--- config.mk ---
export PLATFORM = sky130hd
export DESIGN_NAME = ptca_ctrl
export DESIGN_NICKNAME = d
export VERILOG_FILES = /design/src/ptca_pkg.sv /design/src/ptca_ctrl.sv
export SDC_FILE = /design/constraint.sdc
export NUM_CORES = 2
export LEC_CHECK = 0
export ABC_CLOCK_PERIOD_IN_PS = 111800
export BUFFER_PORTS_ARGS = -buffer_cell sky130_fd_sc_hd__buf_2
export CORE_AREA = 2 2 468 470
export DETAILED_ROUTE_END_ITERATION = 12
export DIE_AREA = 0 0 470 472
export GPL_TIMING_DRIVEN = 0
export PLACE_DENSITY_LB_ADDON = 0.2
export SLEW_MARGIN = 20
export SYNTH_ARGS = -nofsm -noshare
export SYNTH_HDL_FRONTEND = slang
export SYNTH_SLANG_ARGS = --single-unit
--- constraint.sdc ---
create_clock -name clk -period 111.8 [get_ports clk]
set_input_delay 22.36 -clock clk [delete_from_list [all_inputs] [get_ports clk]]
set_output_delay 22.36 -clock clk [all_outputs]
set_load 0.02 [all_outputs]
--- src/ptca_pkg.sv ---
`default_nettype none
package ptca_pkg;

    localparam int TABLE_ENTRIES = 4096;
    localparam int IDX_W         = $clog2(TABLE_ENTRIES);
    localparam int ID_W          = 22;
    localparam int THR_W         = 32;
    localparam int CNT_W         = 64;

    typedef logic [IDX_W-1:0] idx_t;
    typedef logic [ID_W-1:0]  id_t;

    typedef enum logic [1:0] {
        CMD_SWITCH = 2'd0,
        CMD_FORK   = 2'd1,
        CMD_EXIT   = 2'd2,
        CMD_READ   = 2'd3
    } cmd_t;

    typedef enum logic [2:0] {
        ST_CLEAR,
        ST_IDLE,
        ST_SCAN,
        ST_MODIFY,
        ST_WR_S,
        ST_WR_T,
        ST_RESULT
    } state_t;

    typedef struct packed {
        logic             valid;
        id_t              key;
        logic [CNT_W-1:0] cpu_time;
        logic [CNT_W-1:0] voluntary;
        logic [CNT_W-1:0] involuntary;
        logic [THR_W-1:0] threads;
        logic [CNT_W-1:0] last_start;
        id_t              group_tag;
    } entry_t;

    typedef struct packed {
        cmd_t             cmd;
        logic [CNT_W-1:0] time_ns;
        id_t              first_id;
        id_t              second_id;
        logic             prev_still_runnable;
        id_t              caller_group;
    } item_t;

    typedef struct packed {
        cmd_t             event_kind;
        id_t              group_id;
        id_t              thread_id;
        logic [CNT_W-1:0] timestamp;
        logic             entry_found;
        logic [CNT_W-1:0] cpu_time_ns;
        logic [CNT_W-1:0] voluntary_count;
        logic [CNT_W-1:0] involuntary_count;
        logic [THR_W-1:0] live_threads;
        id_t              entry_group;
        logic             table_full;
    } result_t;

    typedef struct packed {
        logic   we;
        idx_t   waddr;
        entry_t wdata;
        logic   re;
        idx_t   raddr;
    } mem_req_t;

endpackage
`default_nettype wire

--- src/ptca_ctrl.sv ---
`default_nettype none
module ptca_ctrl (
    input  wire logic               clk,
    input  wire logic               rst_n,
    input  wire logic               in_valid,
    output logic                    in_ready,
    input  wire ptca_pkg::item_t    in_item,
    output logic                    res_valid,
    input  wire logic               res_ready,
    output ptca_pkg::result_t       res,
    output ptca_pkg::mem_req_t      mem_req,
    input  wire ptca_pkg::entry_t   mem_rdata
);
    import ptca_pkg::*;

    localparam logic [IDX_W:0] CNT_END = (IDX_W+1)'(TABLE_ENTRIES);

    state_t         state_reg, state_next;
    logic [IDX_W:0] cnt_reg, cnt_next;
    logic           rd_pend_reg, rd_pend_next;
    idx_t           rd_addr_reg, rd_addr_next;
    item_t          item_reg, item_next;
    logic           s_hit_reg, s_hit_next, t_hit_reg, t_hit_next;
    logic           free_hit_reg, free_hit_next;
    idx_t           s_idx_reg, s_idx_next, t_idx_reg, t_idx_next;
    idx_t           free_idx_reg, free_idx_next;
    entry_t         rec_s_reg, rec_s_next, rec_t_reg, rec_t_next;
    entry_t         wr_s_reg, wr_s_next, wr_t_reg, wr_t_next;
    idx_t           t_addr_reg, t_addr_next;
    logic           do_s_reg, do_s_next, do_t_reg, do_t_next;
    result_t        res_reg, res_next;

    // combinational update terms
    entry_t s_mod, t_base, t_mod, fresh;
    logic   same_id;

    always_ff @(posedge clk or negedge rst_n)
    begin
        if (!rst_n)
        begin
            state_reg   <= ST_CLEAR;
            cnt_reg     <= '0;
            rd_pend_reg <= 1'b0;
        end
        else
        begin
            state_reg   <= state_next;
            cnt_reg     <= cnt_next;
            rd_pend_reg <= rd_pend_next;
        end
    end

    always_ff @(posedge clk)
    begin
        rd_addr_reg  <= rd_addr_next;
        item_reg     <= item_next;
        s_hit_reg    <= s_hit_next;
        t_hit_reg    <= t_hit_next;
        free_hit_reg <= free_hit_next;
        s_idx_reg    <= s_idx_next;
        t_idx_reg    <= t_idx_next;
        free_idx_reg <= free_idx_next;
        rec_s_reg    <= rec_s_next;
        rec_t_reg    <= rec_t_next;
        wr_s_reg     <= wr_s_next;
        wr_t_reg     <= wr_t_next;
        t_addr_reg   <= t_addr_next;
        do_s_reg     <= do_s_next;
        do_t_reg     <= do_t_next;
        res_reg      <= res_next;
    end

    // record updates for the event held in item_reg
    always_comb
    begin
        same_id = (item_reg.first_id == item_reg.second_id);
        s_mod   = rec_s_reg;
        fresh   = '0;
        fresh.valid      = 1'b1;
        fresh.key        = item_reg.second_id;
        case (item_reg.cmd)
            CMD_SWITCH:
            begin
                if (rec_s_reg.last_start != '0)
                begin
                    s_mod.cpu_time   = rec_s_reg.cpu_time + (item_reg.time_ns
                                       - rec_s_reg.last_start);
                    s_mod.last_start = '0;
                    if (item_reg.prev_still_runnable)
                        s_mod.involuntary = rec_s_reg.involuntary + 1'b1;
                    else
                        s_mod.voluntary = rec_s_reg.voluntary + 1'b1;
                end
                fresh.last_start = item_reg.time_ns;
            end
            CMD_FORK:
            begin
                s_mod.threads   = rec_s_reg.threads + 1'b1;
                fresh.group_tag = item_reg.caller_group;
            end
            CMD_EXIT:
            begin
                if (rec_s_reg.threads != '0)
                    s_mod.threads = rec_s_reg.threads - 1'b1;
                if (t_hit_reg && !same_id)
                begin
                    s_mod.cpu_time    = rec_s_reg.cpu_time + rec_t_reg.cpu_time;
                    s_mod.voluntary   = rec_s_reg.voluntary + rec_t_reg.voluntary;
                    s_mod.involuntary = rec_s_reg.involuntary
                                        + rec_t_reg.involuntary;
                end
            end
            default:
            begin
                s_mod = rec_s_reg;
            end
        endcase
        // same slot on both sides: the second step sees the first one's result
        t_base = (s_hit_reg && t_hit_reg && same_id) ? s_mod : rec_t_reg;
        t_mod  = t_base;
        case (item_reg.cmd)
            CMD_SWITCH: t_mod.last_start = item_reg.time_ns;
            CMD_EXIT:   t_mod.valid      = 1'b0;
            default:    t_mod            = t_base;
        endcase
    end

    always_comb
    begin
        state_next    = state_reg;
        cnt_next      = cnt_reg;
        rd_pend_next  = 1'b0;
        rd_addr_next  = rd_addr_reg;
        item_next     = item_reg;
        s_hit_next    = s_hit_reg;
        t_hit_next    = t_hit_reg;
        free_hit_next = free_hit_reg;
        s_idx_next    = s_idx_reg;
        t_idx_next    = t_idx_reg;
        free_idx_next = free_idx_reg;
        rec_s_next    = rec_s_reg;
        rec_t_next    = rec_t_reg;
        wr_s_next     = wr_s_reg;
        wr_t_next     = wr_t_reg;
        t_addr_next   = t_addr_reg;
        do_s_next     = do_s_reg;
        do_t_next     = do_t_reg;
        res_next      = res_reg;
        in_ready      = 1'b0;
        res_valid     = 1'b0;
        mem_req       = '0;

        case (state_reg)
            ST_CLEAR:
            begin
                mem_req.we    = 1'b1;
                mem_req.waddr = cnt_reg[IDX_W-1:0];
                cnt_next      = cnt_reg + 1'b1;
                if (cnt_reg == CNT_END - 1'b1)
                begin
                    cnt_next   = '0;
                    state_next = ST_IDLE;
                end
            end
            ST_IDLE:
            begin
                in_ready = 1'b1;
                if (in_valid)
                begin
                    item_next     = in_item;
                    cnt_next      = '0;
                    s_hit_next    = 1'b0;
                    t_hit_next    = 1'b0;
                    free_hit_next = 1'b0;
                    state_next    = ST_SCAN;
                end
            end
            ST_SCAN:
            begin
                if (cnt_reg != CNT_END)
                begin
                    mem_req.re    = 1'b1;
                    mem_req.raddr = cnt_reg[IDX_W-1:0];
                    rd_pend_next  = 1'b1;
                    rd_addr_next  = cnt_reg[IDX_W-1:0];
                    cnt_next      = cnt_reg + 1'b1;
                end
                if (rd_pend_reg)
                begin
                    if (mem_rdata.valid && mem_rdata.key == item_reg.first_id)
                    begin
                        s_hit_next = 1'b1;
                        s_idx_next = rd_addr_reg;
                        rec_s_next = mem_rdata;
                    end
                    if (mem_rdata.valid && mem_rdata.key == item_reg.second_id)
                    begin
                        t_hit_next = 1'b1;
                        t_idx_next = rd_addr_reg;
                        rec_t_next = mem_rdata;
                    end
                    if (!mem_rdata.valid && !free_hit_reg)
                    begin
                        free_hit_next = 1'b1;
                        free_idx_next = rd_addr_reg;
                    end
                end
                if (cnt_reg == CNT_END && !rd_pend_reg)
                    state_next = ST_MODIFY;
            end
            ST_MODIFY:
            begin
                wr_s_next   = s_mod;
                do_s_next   = 1'b0;
                do_t_next   = 1'b0;
                t_addr_next = t_idx_reg;
                wr_t_next   = t_mod;
                res_next    = '0;
                res_next.event_kind = item_reg.cmd;
                case (item_reg.cmd)
                    CMD_SWITCH:
                    begin
                        do_s_next = s_hit_reg && (rec_s_reg.last_start != '0);
                        if (t_hit_reg)
                            do_t_next = 1'b1;
                        else if (free_hit_reg)
                        begin
                            do_t_next   = 1'b1;
                            t_addr_next = free_idx_reg;
                            wr_t_next   = fresh;
                        end
                        else
                            res_next.table_full = 1'b1;
                    end
                    CMD_FORK:
                    begin
                        do_s_next = s_hit_reg;
                        if (!t_hit_reg)
                        begin
                            if (free_hit_reg)
                            begin
                                do_t_next   = 1'b1;
                                t_addr_next = free_idx_reg;
                                wr_t_next   = fresh;
                            end
                            else
                                res_next.table_full = 1'b1;
                        end
                        res_next.group_id  = item_reg.first_id;
                        res_next.thread_id = item_reg.second_id;
                        res_next.timestamp = item_reg.time_ns;
                    end
                    CMD_EXIT:
                    begin
                        do_s_next          = s_hit_reg;
                        do_t_next          = t_hit_reg;
                        res_next.group_id  = item_reg.first_id;
                        res_next.thread_id = item_reg.second_id;
                        res_next.timestamp = item_reg.time_ns;
                    end
                    default:
                    begin
                        res_next.thread_id = item_reg.first_id;
                        if (s_hit_reg)
                        begin
                            res_next.entry_found       = 1'b1;
                            res_next.cpu_time_ns       = rec_s_reg.cpu_time;
                            res_next.voluntary_count   = rec_s_reg.voluntary;
                            res_next.involuntary_count = rec_s_reg.involuntary;
                            res_next.live_threads      = rec_s_reg.threads;
                            res_next.entry_group       = rec_s_reg.group_tag;
                        end
                    end
                endcase
                state_next = ST_WR_S;
            end
            ST_WR_S:
            begin
                mem_req.we    = do_s_reg;
                mem_req.waddr = s_idx_reg;
                mem_req.wdata = wr_s_reg;
                state_next    = ST_WR_T;
            end
            ST_WR_T:
            begin
                mem_req.we    = do_t_reg;
                mem_req.waddr = t_addr_reg;
                mem_req.wdata = wr_t_reg;
                state_next    = ST_RESULT;
            end
            ST_RESULT:
            begin
                res_valid = 1'b1;
                if (res_ready)
                    state_next = ST_IDLE;
            end
            default:
            begin
                state_next = ST_CLEAR;
            end
        endcase
    end

    assign res = res_reg;

    a_no_write_idle: assert property (@(posedge clk) disable iff (!rst_n)
        (state_reg == ST_IDLE || state_reg == ST_SCAN) |-> !mem_req.we)
        else $error("table written outside clear or write-back");

    a_accept_scan: assert property (@(posedge clk) disable iff (!rst_n)
        (in_valid && in_ready) |=> (state_reg == ST_SCAN && cnt_reg == '0))
        else $error("accepted event did not start a scan");

    a_read_in_scan: assert property (@(posedge clk) disable iff (!rst_n)
        mem_req.re |-> (state_reg == ST_SCAN && !mem_req.we))
        else $error("table read outside scan");

endmodule
`default_nettype wire

==> results.sh <==
export IMPL_status="finished, final reports clean"
export IMPL_yosys_area_share_simple_pct=12.3
export IMPL_final_hold_worst_slack_ns=0.445
export IMPL_fp_dieH_um=472
export IMPL_total_power_mw=2.10
export IMPL_syn_cell_area_um2=95400
export IMPL_synth_compound_area_share_pct=15.3
export IMPL_synth_top_family_by_area="compound AO/OA/AOI/OAI gates"
export IMPL_drtIter0Drc=10199
export IMPL_drtPass1Iterations=9
export IMPL_cp_data_arrival_time_ns=4.51
export IMPL_fillers=19189
export IMPL_endpoint_kind="output pin"
export IMPL_tightestPinTransition_ns=1.31
export IMPL_synthCells=8128
export IMPL_yosysTopAreaCellShare_pct=59.4
export IMPL_postCtsSetupRepairBufs=0
export IMPL_powerDensity_nw_per_um2=18.3
export IMPL_synthTopCellsByCount="edfxtp_1, nand2_1, nor2_1"
export IMPL_crit_fanout=10
export IMPL_grt_max_degree=84
export IMPL_post_cts_resized_instances=0
export IMPL_post_dp_cell_area_um2=108000
export IMPL_cts_path_max_buffers=3
export IMPL_crit_required_ns=89.44
export IMPL_yosysMostFrequentCell="edfxtp_1"
export IMPL_cts_clk_slew_worst_paths_ns=0.06
export IMPL_finalSetupTns_ns=0
export IMPL_multi_input_area_um2=35100
export IMPL_rows=171
export IMPL_synth_edf_count=1888
export IMPL_pre_cts_slack_ns=84.35
export IMPL_register_area_um2=57100
export IMPL_design_area_um2=115000
export IMPL_cts_num_sinks=1905
export IMPL_cts_root_buf="clkbuf_16"
export IMPL_postRouteAntennaNets=0
export IMPL_gp_congestion=0.974
export IMPL_setup_violations=0
export IMPL_drt_wl_total_um=420000
export IMPL_max_freq_mhz=37.2
export IMPL_largest_reg_flops=358
export IMPL_crit_cells=8
export IMPL_synth_seq_area_share_pct=59.9
export IMPL_dp_cells=12406
export IMPL_grt_pass1_wl_um=571000
export IMPL_final_min_clock_period_ns=26.87
export IMPL_grt_pass1_vias=74430
export IMPL_slowest_stage="clkbuf_1"
export IMPL_synthArstFlopShare_pct=0.892
export IMPL_holdCritPathClass="reg -> reg"
export IMPL_cts_hold_buf=0
export IMPL_via_per_inst=6.12
export IMPL_syn_nets=8928
export IMPL_yosysTopAreaCell="edfxtp_1"
export IMPL_vdd_drop_max_v=0.0000179
export IMPL_grt_overflow_total=0
export IMPL_fin_cells=12840
export IMPL_antenna_found_initial=112
export IMPL_fin_crit_sh_pct=24.0
export IMPL_synth_top_cells_by_area="edfxtp_1, ha_1, a22o_1, a21oi_1, nand2_1"
export IMPL_io_pins=1189
export IMPL_ys_seq_elements=1905
export IMPL_area_growth_pct=20.5
export IMPL_io_buffers=1188
export IMPL_timing_final_ws_setup_ns=84.93
export IMPL_yosys_mux_area_fraction_pct=1.63
export IMPL_p_leak_nw=45.3
export IMPL_cts_buffers=202
export IMPL_drc_errors=0
export IMPL_num_vias=78611
export IMPL_cts_tree="yes"
export IMPL_synth_fa_ha_area_share_pct=4.85
export IMPL_synth_cell_types=93
export IMPL_crit_buf_inv=6
export IMPL_start_kind="flop"
export IMPL_drt_wirelength_per_cell_um=32.7
export IMPL_worst_r2r_cell_count=12
export IMPL_place_hpwl_um=328000
export IMPL_synth_xor_area_share_pct=2.63
export IMPL_hold_depth=0
export IMPL_dieWidth_um=470
export IMPL_worst_setup_path_type="reg -> out"
export IMPL_path_cells="clkbuf_1 -> nor3b_1 -> clkbuf_2 -> buf_16 -> clkbuf_2 -> clkbuf_1 -> a22o_1 -> buf_2"
export IMPL_final_core_util_pct=53.1
export IMPL_initial_core_util_pct=44.1
export IMPL_synth_warnings=0
export IMPL_fin_skew_ns=0.0723
export IMPL_synth_avg_cell_area_um2=11.7
export IMPL_critPathTopFamily="buffers and inverters"
export IMPL_relSlewSlack_pct=12.9
export IMPL_slowest_delay_ns=0.65
export IMPL_placeableCoreArea_um2=217000
export IMPL_hold_violations=0
export IMPL_rsz0062_at_grt="no"
export IMPL_maxCapViolCount=0
export IMPL_dieArea_um2=222000
export IMPL_drive_above_1_share_pct=19.4
export IMPL_h_tree_depth=4
export IMPL_slew_viol_final=0
export IMPL_grt_util_all_layers_pct=36.6
export IMPL_clock_latency_ns=0.92
export IMPL_synth_ff_type="edfxtp_1"
export IMPL_fin_nets=10556
-- power breakdown --
group / internal [mW] / switching (mW) / total [mW]
combinational: 0.146 / 0.364 / 0.510
clock: 0.390 / 0.307 / 0.697
sequential: 0.869 / 0.0262 / 0.895
total: 1.41 / 0.697 / 2.10
-- placed cells by master, fill, tap and decap left out, types with 264 or more instances in the layout --
| cell type | count |
|---|---|
| o21ai_0 | 431 |
| nand2_1 | 690 |
| ha_1 | 264 |
| a22o_1 | 335 |
| nor2_1 | 558 |
| edfxtp_1 | 1888 |
| clkbuf_1 | 375 |
| buf_2 | 1319 |
| inv_1 | 378 |
| and2_1 | 373 |
| a21oi_1 | 518 |
-- path summary, 6_finish.rpt --
| check | to | slack (ns) | startpoint |
|---|---|---|---|
| worst max-delay path | mem_req[193] | 84.93 | state_reg[1] |
| worst min-delay path | wr_s_reg[323] | 0.44 | rec_s_reg[323] |
| worst max register to register | wr_t_reg[307] | 105.51 | item_reg[67] |
| worst min register to register | wr_s_reg[323] | 0.44 | rec_s_reg[323] |
| max in group asynchronous | cnt_reg[1] | 90.09 | rst_n |
| min in group asynchronous | cnt_reg[4] | 21.39 | rst_n |
-- cell families (layout without fill, tap and decap cells) --
group	count (synthesis)	after routing
AO/OA/AOI/OAI	2178	2178
XOR/XNOR	287	287
adder cells (fa/ha/maj)	330	330
buffers and inverters	872	2669
flip-flops	1905	1905
multiplexers	153	153
other	0	61
AND/OR/NAND/NOR	2403	2403
-- layout make-up --
type	count	share of cell area (%)
antenna	61	0.133
buffer	491	1.75
clock buffer	227	4.48
clock inverter	146	1.46
inverter	381	1.25
multi-input combinational	5351	30.5
sequential	1905	49.7
tap	2854	3.11
timing repair buffer	1424	7.60
-- per-layer routing --
layer  up-vias  routed length, um  part of all wire, %  global-route usage, %
li1      33806                  -                    -                      -
met1     39124             163000                   39                   47.6
met2      4728             186000                   44                   56.0
met3       921              43300                   10                   8.85
met4        32              27600                  6.6                   21.0
met5         -                204                0.049                      0
Power figures use the tool's default switching activity.
